--- src/rtl/spq_pkg.sv ---
`default_nettype none

package spq_pkg;

	// queue geometry
	localparam int DEPTH = 8;
	localparam int IDX_W = (DEPTH > 1) ? $clog2(DEPTH) : 1;
	localparam int CNT_W = $clog2(DEPTH + 1);

	// field widths
	localparam int DATA_W   = 32;
	localparam int PRIO_W   = 8;
	localparam int STATUS_W = 2;
	localparam int FILL_W   = 4;
	localparam int ENTRY_W  = DATA_W + PRIO_W;

	// opcodes
	localparam logic OP_ENQ = 1'b0;
	localparam logic OP_DEQ = 1'b1;

	// status codes
	localparam logic [STATUS_W-1:0] ST_OK    = 2'd0;
	localparam logic [STATUS_W-1:0] ST_FULL  = 2'd1;
	localparam logic [STATUS_W-1:0] ST_EMPTY = 2'd2;

	// one finished result
	typedef struct packed {
		logic [STATUS_W-1:0]      status;
		logic signed [DATA_W-1:0] head_data;
		logic [PRIO_W-1:0]        head_priority;
		logic                     head_valid;
		logic [FILL_W-1:0]        fill_count;
	} res_t;

endpackage

`default_nettype wire

--- src/rtl/spq_ram.sv ---
`default_nettype none

module spq_ram #(
	parameter int WIDTH = 8,
	parameter int DEPTH = 8
) (
	input  wire logic                                   clk,
	input  wire logic                                   we,
	input  wire logic [((DEPTH > 1) ? $clog2(DEPTH) : 1)-1:0] waddr,
	input  wire logic [WIDTH-1:0]                       wdata,
	input  wire logic [((DEPTH > 1) ? $clog2(DEPTH) : 1)-1:0] raddr,
	output logic      [WIDTH-1:0]                       rdata
);

	logic [WIDTH-1:0] mem_q [DEPTH];

	// one write port, registered read port
	always_ff @(posedge clk) begin
		if (we) begin
			mem_q[waddr] <= wdata;
		end
		rdata <= mem_q[raddr];
	end

endmodule

`default_nettype wire

--- src/rtl/spq_core.sv ---
`default_nettype none

module spq_core (
	input  wire logic                               clk,
	input  wire logic                               arst_n,
	input  wire logic                               start,
	input  wire logic                               op,
	input  wire logic signed [spq_pkg::DATA_W-1:0]  data_in,
	input  wire logic [spq_pkg::PRIO_W-1:0]         prio_in,
	input  wire logic                               res_take,
	output logic                                    idle,
	output logic                                    res_ready,
	output spq_pkg::res_t                           res
);

	localparam logic [2:0] S_IDLE = 3'd0;
	localparam logic [2:0] S_RD   = 3'd1;
	localparam logic [2:0] S_EX   = 3'd2;
	localparam logic [2:0] S_WR   = 3'd3;
	localparam logic [2:0] S_DONE = 3'd4;

	logic [2:0]                          state_q;
	logic                                op_q;
	logic signed [spq_pkg::DATA_W-1:0]   data_q;
	logic [spq_pkg::PRIO_W-1:0]          prio_q;
	logic [spq_pkg::CNT_W-1:0]           idx_q;
	logic [spq_pkg::CNT_W-1:0]           count_q;
	logic signed [spq_pkg::DATA_W-1:0]   head_data_q;
	logic [spq_pkg::PRIO_W-1:0]          head_prio_q;
	logic [spq_pkg::STATUS_W-1:0]        status_q;
	logic signed [spq_pkg::DATA_W-1:0]   res_data_q;
	logic [spq_pkg::PRIO_W-1:0]          res_prio_q;
	logic                                res_valid_q;

	logic [spq_pkg::CNT_W-1:0]           idx_m1;
	logic [spq_pkg::CNT_W-1:0]           idx_p1;
	logic                                we;
	logic [spq_pkg::IDX_W-1:0]           waddr;
	logic [spq_pkg::IDX_W-1:0]           raddr;
	logic [spq_pkg::ENTRY_W-1:0]         wdata;
	logic [spq_pkg::ENTRY_W-1:0]         rd_word;
	logic signed [spq_pkg::DATA_W-1:0]   rd_data;
	logic [spq_pkg::PRIO_W-1:0]          rd_prio;
	logic                                move_down;

	assign idx_m1  = idx_q - spq_pkg::CNT_W'(1);
	assign idx_p1  = idx_q + spq_pkg::CNT_W'(1);
	assign rd_data = rd_word[spq_pkg::DATA_W-1:0];
	assign rd_prio = rd_word[spq_pkg::ENTRY_W-1:spq_pkg::DATA_W];

	// shared compare: new entry goes ahead of lower or equal priorities
	assign move_down = (prio_q >= rd_prio);

	// slot store
	spq_ram #(
		.WIDTH(spq_pkg::ENTRY_W),
		.DEPTH(spq_pkg::DEPTH)
	) u_ram (
		.clk  (clk),
		.we   (we),
		.waddr(waddr),
		.wdata(wdata),
		.raddr(raddr),
		.rdata(rd_word)
	);

	// enqueue walks down from the tail, dequeue walks up from slot one
	assign raddr = (op_q == spq_pkg::OP_ENQ) ? idx_m1[spq_pkg::IDX_W-1:0]
	                                         : idx_q[spq_pkg::IDX_W-1:0];

	// write port select
	always_comb begin
		we    = 1'b0;
		waddr = idx_q[spq_pkg::IDX_W-1:0];
		wdata = rd_word;
		case (state_q)
			S_EX: begin
				if (op_q == spq_pkg::OP_ENQ) begin
					we = move_down;
				end else begin
					we    = 1'b1;
					waddr = idx_m1[spq_pkg::IDX_W-1:0];
				end
			end
			S_WR: begin
				we    = 1'b1;
				wdata = {prio_q, data_q};
			end
			default: begin
				we = 1'b0;
			end
		endcase
	end

	// sequencer
	always_ff @(posedge clk or negedge arst_n) begin
		if (!arst_n) begin
			state_q     <= S_IDLE;
			op_q        <= spq_pkg::OP_ENQ;
			data_q      <= '0;
			prio_q      <= '0;
			idx_q       <= '0;
			count_q     <= '0;
			head_data_q <= '0;
			head_prio_q <= '0;
			status_q    <= spq_pkg::ST_OK;
			res_data_q  <= '0;
			res_prio_q  <= '0;
			res_valid_q <= 1'b0;
		end else begin
			case (state_q)
				S_IDLE: begin
					if (start) begin
						op_q   <= op;
						data_q <= data_in;
						prio_q <= prio_in;
						if (op == spq_pkg::OP_ENQ) begin
							if (count_q == spq_pkg::CNT_W'(spq_pkg::DEPTH)) begin
								status_q    <= spq_pkg::ST_FULL;
								res_data_q  <= head_data_q;
								res_prio_q  <= head_prio_q;
								res_valid_q <= 1'b1;
								state_q     <= S_DONE;
							end else begin
								idx_q   <= count_q;
								state_q <= (count_q == '0) ? S_WR : S_RD;
							end
						end else begin
							if (count_q == '0) begin
								status_q    <= spq_pkg::ST_EMPTY;
								res_data_q  <= '0;
								res_prio_q  <= '0;
								res_valid_q <= 1'b0;
								state_q     <= S_DONE;
							end else begin
								status_q    <= spq_pkg::ST_OK;
								res_data_q  <= head_data_q;
								res_prio_q  <= head_prio_q;
								res_valid_q <= 1'b1;
								idx_q       <= spq_pkg::CNT_W'(1);
								if (count_q == spq_pkg::CNT_W'(1)) begin
									count_q <= '0;
									state_q <= S_DONE;
								end else begin
									state_q <= S_RD;
								end
							end
						end
					end
				end
				S_RD: begin
					state_q <= S_EX;
				end
				S_EX: begin
					if (op_q == spq_pkg::OP_ENQ) begin
						if (move_down) begin
							idx_q   <= idx_m1;
							state_q <= (idx_m1 == '0) ? S_WR : S_RD;
						end else begin
							state_q <= S_WR;
						end
					end else begin
						if (idx_q == spq_pkg::CNT_W'(1)) begin
							head_data_q <= rd_data;
							head_prio_q <= rd_prio;
						end
						idx_q <= idx_p1;
						if (idx_p1 == count_q) begin
							count_q <= count_q - spq_pkg::CNT_W'(1);
							state_q <= S_DONE;
						end else begin
							state_q <= S_RD;
						end
					end
				end
				S_WR: begin
					count_q     <= count_q + spq_pkg::CNT_W'(1);
					status_q    <= spq_pkg::ST_OK;
					res_valid_q <= 1'b1;
					if (idx_q == '0) begin
						head_data_q <= data_q;
						head_prio_q <= prio_q;
						res_data_q  <= data_q;
						res_prio_q  <= prio_q;
					end else begin
						res_data_q  <= head_data_q;
						res_prio_q  <= head_prio_q;
					end
					state_q <= S_DONE;
				end
				S_DONE: begin
					if (res_take) begin
						state_q <= S_IDLE;
					end
				end
				default: begin
					state_q <= S_IDLE;
				end
			endcase
		end
	end

	// result out
	assign idle              = (state_q == S_IDLE);
	assign res_ready         = (state_q == S_DONE);
	assign res.status        = status_q;
	assign res.head_data     = res_data_q;
	assign res.head_priority = res_prio_q;
	assign res.head_valid    = res_valid_q;
	assign res.fill_count    = spq_pkg::FILL_W'(count_q);

	// fill count never passes capacity
	a_count_bound: assert property (@(posedge clk) disable iff (!arst_n)
		count_q <= spq_pkg::CNT_W'(spq_pkg::DEPTH))
		else $error("fill count above capacity");

	// the walk index stays inside the filled region
	a_idx_bound: assert property (@(posedge clk) disable iff (!arst_n)
		(state_q == S_RD || state_q == S_EX) |-> (idx_q <= count_q && idx_q != '0))
		else $error("walk index out of range");

	// a full rejection only happens at capacity
	a_full_status: assert property (@(posedge clk) disable iff (!arst_n)
		(res_ready && status_q == spq_pkg::ST_FULL) |->
		(count_q == spq_pkg::CNT_W'(spq_pkg::DEPTH) && res_valid_q))
		else $error("full status below capacity");

	// an empty dequeue reports no head and an empty queue
	a_empty_status: assert property (@(posedge clk) disable iff (!arst_n)
		(res_ready && status_q == spq_pkg::ST_EMPTY) |->
		(!res_valid_q && res_data_q == '0 && count_q == '0))
		else $error("bad empty dequeue result");

	// an accepted beat always leaves idle
	a_start_busy: assert property (@(posedge clk) disable iff (!arst_n)
		(idle && start) |=> !idle)
		else $error("accepted beat not started");

endmodule

`default_nettype wire

--- src/rtl/sorted_priority_queue_unit.sv ---
// Sorted priority queue of spq_pkg::DEPTH entries (32-bit data, 8-bit priority).
// Input beats on the s_ stream: s_tuser is the opcode (0 enqueue, 1 dequeue),
// s_tdata carries the entry to insert. Every input beat gives exactly one
// output beat on the m_ stream with the status, the head entry (the removed
// entry on a dequeue) and the fill count after the operation.
// Entries sit sorted by descending priority in a single-port-write RAM; one
// comparator and the RAM's one read port walk the array one slot at a time.
// Equal priorities leave last-in first-out.
// Handshake: s_tready is high only while the sequencer is idle. An enqueue
// walks down from the tail, reading and comparing each slot and moving lower
// or equal entries down a slot, then writes the new entry; a dequeue walks
// up from slot one, moving each entry up a slot; the full and empty
// rejections skip the walk. The sequencer returns to idle at the edge that
// loads the output register; the next input beat can be accepted in the cycle after that edge.
// The output register holds a finished beat while m_tready is low; the next
// input beat is accepted meanwhile and its result waits in the sequencer
// until the output register frees up.
// Reset (arst_n low) empties the queue and drops m_tvalid; slot contents are
// not cleared, only slots below the fill count are ever read.
`default_nettype none

module sorted_priority_queue_unit (
	input  wire logic        clk,
	input  wire logic        arst_n,
	input  wire logic        s_tvalid,
	output logic             s_tready,
	input  wire logic [39:0] s_tdata,  // entry_data[31:0], entry_priority[39:32]
	input  wire logic        s_tuser,  // opcode[0]
	output logic             m_tvalid,
	input  wire logic        m_tready,
	output logic [47:0]      m_tdata,  // head_data[31:0], head_priority[39:32],
	                                   // fill_count[43:40], zero[47:44]
	output logic [2:0]       m_tuser   // status[1:0], head_valid[2]
);

	logic          core_idle;
	logic          core_ready;
	logic          res_take;
	spq_pkg::res_t core_res;
	logic          m_tvalid_q;
	logic [47:0]   m_tdata_q;
	logic [2:0]    m_tuser_q;

	assign s_tready = core_idle;
	assign res_take = core_ready && (!m_tvalid_q || m_tready);

	// sequencer with slot store
	spq_core u_core (
		.clk      (clk),
		.arst_n   (arst_n),
		.start    (s_tvalid && core_idle),
		.op       (s_tuser),
		.data_in  (s_tdata[spq_pkg::DATA_W-1:0]),
		.prio_in  (s_tdata[spq_pkg::ENTRY_W-1:spq_pkg::DATA_W]),
		.res_take (res_take),
		.idle     (core_idle),
		.res_ready(core_ready),
		.res      (core_res)
	);

	// output register
	always_ff @(posedge clk or negedge arst_n) begin
		if (!arst_n) begin
			m_tvalid_q <= 1'b0;
		end else if (res_take) begin
			m_tvalid_q <= 1'b1;
		end else if (m_tready) begin
			m_tvalid_q <= 1'b0;
		end
	end

	always_ff @(posedge clk) begin
		if (res_take) begin
			m_tdata_q <= {4'b0000, core_res.fill_count, core_res.head_priority,
			              core_res.head_data};
			m_tuser_q <= {core_res.head_valid, core_res.status};
		end
	end

	assign m_tvalid = m_tvalid_q;
	assign m_tdata  = m_tdata_q;
	assign m_tuser  = m_tuser_q;

endmodule

`default_nettype wire

--- config.mk ---
export PLATFORM = sky130hd
export DESIGN_NAME = sorted_priority_queue_unit
export DESIGN_NICKNAME = d
export VERILOG_FILES = /design/src/rtl/spq_pkg.sv /design/src/rtl/spq_ram.sv /design/src/rtl/spq_core.sv /design/src/rtl/sorted_priority_queue_unit.sv
export SDC_FILE = /design/constraint.sdc
export NUM_CORES = 1
export LEC_CHECK = 0
export BUFFER_PORTS_ARGS = -buffer_cell sky130_fd_sc_hd__buf_2
export CAP_MARGIN = 15
export CORE_ASPECT_RATIO = 0.9
export CORE_MARGIN = 4
export CORE_UTILIZATION = 45
export DETAILED_ROUTE_END_ITERATION = 12
export SETUP_SLACK_MARGIN = 0.2
export SLEW_MARGIN = 25
export SYNTH_ARGS = -nofsm -noshare
export SYNTH_HDL_FRONTEND = slang
export SYNTH_SLANG_ARGS = --single-unit
export TNS_END_PERCENT = 30
--- constraint.sdc ---
create_clock -name clk -period 6.65 [get_ports clk]
set_input_delay 0.665 -clock clk [delete_from_list [all_inputs] [get_ports clk]]
set_output_delay 0.665 -clock clk [all_outputs]
set_load 0.05 [all_outputs]
* Yosys cells after proc, flatten, opt, wreduce, memory -nomap -nowiden *
Memories as Yosys holds them, arrays and structs flattened. A register that Yosys moved wholly into a read port is not among the register bits.
Cells that the tools add are included.

operators by class
  multipliers = 0
  bitwise gates (word level) = 0
  $lt $le $gt $ge = 1
  shift operators = 0
  muxes and demuxes = 64
  divide/modulo/power cells = 0
  reduce and logical (&&, ||, !) cells = 19
  add/subtract/negate cells = 4
  equality and inequality tests = 20

operator list
  operator             number
  $mux 32              7
  $pmux 32 s2          2
  $mux 8               7
  $mux 4               12
  $mux 40              1
  $mux 3               12
  $pmux 8 s2           2
  $pmux 3 s5           1
  $logic_not 4->1      3
  $mux 2               6
  $ne 2x1->1 const B   6
  $pmux 4 s3           1
  $mux 1               9
  $add 4x1->4 const B  2
  $eq 4x1->1 const B   2
  $ge 8x8->1           1
  $pmux 4 s2           1
  $reduce_bool 2->1    4
  $sub 4x1->4 const B  2
  $reduce_and 7->1     1
  $eq 3x2->1 const B   2
  $ne 3x3->1 const B   2
  $reduce_and 3->1     2
  $reduce_and 5->1     1
  other kinds (15)     19

word-level totals
  output and inout bits = 53
  bits in registers = 183
  memory bits (read-only) = 0
  memory bits (writable) = 320
  input bits = 45
  memories kept = 1
  logic and storage cells = 124
  latch bits = 0

memories
  memory              words  width  rd ports  clocked after Yosys merged registers in  write ports  RTL line       RTL
  u_core.u_ram.mem_q  8      40     1         1                                        1            spq_ram.sv:15  logic [WIDTH-1:0] mem_q [DEPTH];

* Longest topological paths before layout *
  depth after elaboration = 6
  gate-level depth with buffers = 8
  depth with buffers taken out = 7

* Modules after synthesis *
A second synthesis with hierarchy kept.

second synthesis, totals
  cell total of the unflattened synthesis = 1357
  area total of the unflattened synthesis = 21623.2 um^2

modules (own cells, without submodules)
  module                      cells each  area each (um^2)  seq. area each (um^2)  times used
  spq_ram                     515         13171.4           10410.0                1
  spq_core                    785         6956.7            3378.2                 1
  sorted_priority_queue_unit  57          1495.2            1436.4                 1

* Worst setup path after synthesis *
No wires, ideal clock.

  path type = flip-flop to flip-flop
  start = register u_core.idx_q[0] (netlist name)
  end = memory u_core.u_ram.mem_q[0][0] (netlist name), enable pin
  buffers on the path = 2
  clock period less this slack = 5.056 ns
  stages on the path, launching flop included = 8
  arrival = 4.569 ns
  setup slack = 1.594 ns
  library setup time = 0.487 ns
  data required time = 6.163 ns
  cell sequence = dfrtp_1 -> inv_1 -> ha_1 -> buf_2 -> buf_2 -> mux2_2 -> or2_2 -> nor3_1

between the ends
  longest elaborated chain between the ends = 3

ends and longest elaborated chain
  item                    RTL line         RTL
  start, declared         spq_core.sv:26   logic [spq_pkg::CNT_W-1:0] idx_q;
  start signal, assigned  spq_core.sv:125  idx_q <= count_q;
  start signal, assigned  spq_core.sv:140  idx_q <= spq_pkg::CNT_W'(1);
  start signal, assigned  spq_core.sv:157  idx_q <= idx_m1;
  $sub 4x1->4             spq_core.sv:46   assign idx_m1 = idx_q - spq_pkg::CNT_W'(1);
  $mux 3                  spq_core.sv:78   if (op_q == spq_pkg::OP_ENQ) begin
  $mux 3 *                spq_core.sv:76   case (state_q)
  end, declared           spq_ram.sv:15

Mark *: on every way between the ends. The rest lies on a longest branch, timed or not.

* Final worst setup path *
  start = register u_core.idx_q[0] (netlist name)
  end = register u_core.u_ram.rdata[37], read port of u_core.u_ram.mem_q

between the ends
  longest elaborated chain between the ends = 2

ends and longest elaborated chain
  item           RTL line        RTL
  $sub 4x1->4    spq_core.sv:46
  $mux 3 *       spq_core.sv:68  assign raddr = (op_q == spq_pkg::OP_ENQ) ? idx_m1[spq_pkg::IDX_W-1:0]
  end, declared  spq_ram.sv:12   output logic [WIDTH-1:0] rdata

Marks and branches as above.
A chain may end at the register's enable or synchronous reset.

==> flow_summary.ini <==
[status]
status = finished, final reports clean

[detailed_routing]
wirelength_microns = 45900
avgViaCountPerCell = 5.59
ant_nets = 0
avgRoutedWirePerCell_microns = 22.9
first_pass_iters = 6
drt_iter0_markers = 861
drcViolationCount = 0
via_count = 11204

[global_route]
grt_usage = 0.181
grt_start_max_net_pins = 75
overflow = 0
antenna_found_initial = 0
grt_first_pass_wirelength_microns = 71100
grt_pass1_vias = 11613

[synth]
synthDistinctLibCells = 61
yosysTopAreaCell = edfxtp_1
synth-async-reset-ratio = 0.250
synth_area_sq_um = 21300
synth_top_cells_by_count = edfxtp_1, dfrtp_1, mux2_2, mux4_2, inv_1
synthDominantCellAreaShare = 0.518
yosysMostFrequentCell = edfxtp_1
synth_seq_cells = 543
synth_warnings = 0
synth-main-ff-cell = edfxtp_1
syn_inst = 1239
avgSynthCellArea_sq_um = 17.2
yosysSeqAreaShare = 0.716
ys_top_cells_by_area = edfxtp_1, dfrtp_1, mux4_2, mux2_2, dfxtp_1
synth_edf_count = 367

[worst_setup_path]
worstPathRequired_ns = 7.13
path_cells = inv_1 > ha_1 > mux2i_4 > buf_4 > mux4_2 > mux2_2
crit_type = flip-flop to flip-flop
worst_path_max_delay_cell = buf_4
reg2regPathDepth = 6
worstPathMaxFanout = 66
worstPathArrival_ns = 4.04
start_kind = flip-flop
max_stage_delay_ns = 0.91
crit_path_end_kind = flip-flop

[placement]
dpl.hpwl_microns = 25700
place_congestion = 0.800
numPortBuffers = 93
placed_area_sq_um = 22500

[hold_path]
hp-class = input pin to asynchronous set/reset pin

[finish]
antenna_cells = 0
final_area_sq_um = 24300
multi_input_area_sq_um = 5540
drive_above_1_share = 0.301
register_area_sq_um = 15200
fillers = 3801
fin_nets = 1403
area_growth_pct = 14.1

[pwr]
peakVddDrop_mv = 0.304
powerDensity_nw_per_um2 = 533
leakage_uw = 0.00860

[floorplanning]
io-pin-count = 98
core_sq_um = 46600
start_util = 0.456
num_rows = 75
fp.dieW_microns = 237
fp.dieH_microns = 214
die-area_sq_um = 50800

[sta]
max_freq_mhz = 281
slew_headroom = 0.304
finalCritPeriodShare = 0.535
timing.final.crit_period_ns = 3.56
tns_ns = 0
skew_ns = 0.0177
setup_violations = 0
rsz0062_at_grt = false
hold_viol_final = 0
final_max_slew_viol_count = 0
worst_pin_slew_ns = 1.04

[clock_network]
clock_latency_ns = 0.60
path_clk_slew_ns = 0.06
cts_resized = 0
cts_tree = done
cts_htree_levels = 2
hold_buffers = 0
cts_buffers = 54
clock_path_buffers = 3
root_buffer = clkbuf_16
post-cts-setup-buffer-count = 0
cts.sink_count = 543

[job]
max-cap-violations = 0
[report_power, final]
part           total [uW]  internal [uW]  switching (uW)  leakage, uW
clock network        3070           1810            1260     0.000870
logic                4430           1970            2460      0.00246
registers            5420           4860             563      0.00526
total               12900           8640            4290      0.00860
[final cells by class]
class,count,area share
repair buffers,118,0.0299
multi-input cells,570,0.228
inverters,55,0.00861
well taps,616,0.0318
clock buffers,77,0.0618
flip-flops and latches,543,0.628
clock inverters,25,0.0121
[path summary, 6_finish.rpt]
| check | start | end | slack [ns] |
|---|---|---|---|
| max | u_core.idx_q[0] | u_core.u_ram.rdata[37] | 3.09 |
| min reg2reg | u_core.res_prio_q[7] | m_tdata[39] | 0.45 |
| min | arst_n | u_core.res_prio_q[6] | 0.11 |
| max in group asynchronous | arst_n | u_core.state_q[0] | 5.21 |
| max reg2reg | u_core.idx_q[0] | u_core.u_ram.rdata[37] | 3.09 |
| min in group clk | s_tdata[8] | u_core.data_q[8] | 0.29 |
[through the flow]
step	util	worst slack [ns]	total power, uW	hold slack (ns)	instances
after floorplan	-	1.59	8830	0.369	1242
after global placement	0.481	3.12	9860	0.431	1902
after detailed placement	0.481	3.12	9960	0.432	1902
after CTS	0.520	3.10	13100	0.130	2004
after global routing	0.520	2.93	13700	0.166	2004
final	0.520	3.09	12900	0.114	2004
[sequential cells by signal, summed over array words and instances (netlist names), 2 cells and up]
name                cells
u_core.res_prio_q       8
u_core.data_q          32
u_core.status_q         2
u_core.idx_q            4
u_core.prio_q           8
u_core.u_ram.rdata     40
u_core.res_data_q      32
u_core.head_prio_q      8
u_core.u_ram.mem_q    320
m_tdata                44
u_core.head_data_q     32
u_core.count_q          4
u_core.state_q          3
m_tuser                 3
[routing by layer]
metal,vias to the layer above,GRT usage,wire (microns)
li1,5012,-,-
met1,5790,0.265,20800
met2,321,0.280,21200
met3,81,0.0370,2860
met4,0,0.0492,1020
met5,-,0,0
[cells by family after synthesis]
group           share of synthesized area
flops                               0.716
compound gates                     0.0627
mux                                 0.147
buf+inv                            0.0297
simple gates                       0.0284
fa+ha+maj                         0.00942
xor+xnor                          0.00641
other cells                      0.000176
[worst max-delay path, delay by kind of cell (launching register included)]
kind | cells | cell delay [ns]
mux | 3 | 1.32
buf+inv | 2 | 1.10
flops | 1 | 0.53
fa+ha+maj | 1 | 0.47
[cell usage in the layout, fill, tap and decap left out, types with 15 or more instances in the layout]
master	synthesis	final
nand2_1	22	22
clkbuf_1	20	18
edfxtp_1	367	367
buf_2	35	92
nor2_1	48	46
mux2_2	114	114
inv_1	54	54
dfxtp_1	40	40
o22ai_1	41	41
o21ai_1	43	43
dfrtp_1	136	135
mux4_2	80	80
buf_4	7	19
ha_1	16	15
clkbuf_16	0	55
a22oi_1	41	41
a21oi_1	46	46
No activity file was read; power rests on OpenSTA's default activity.
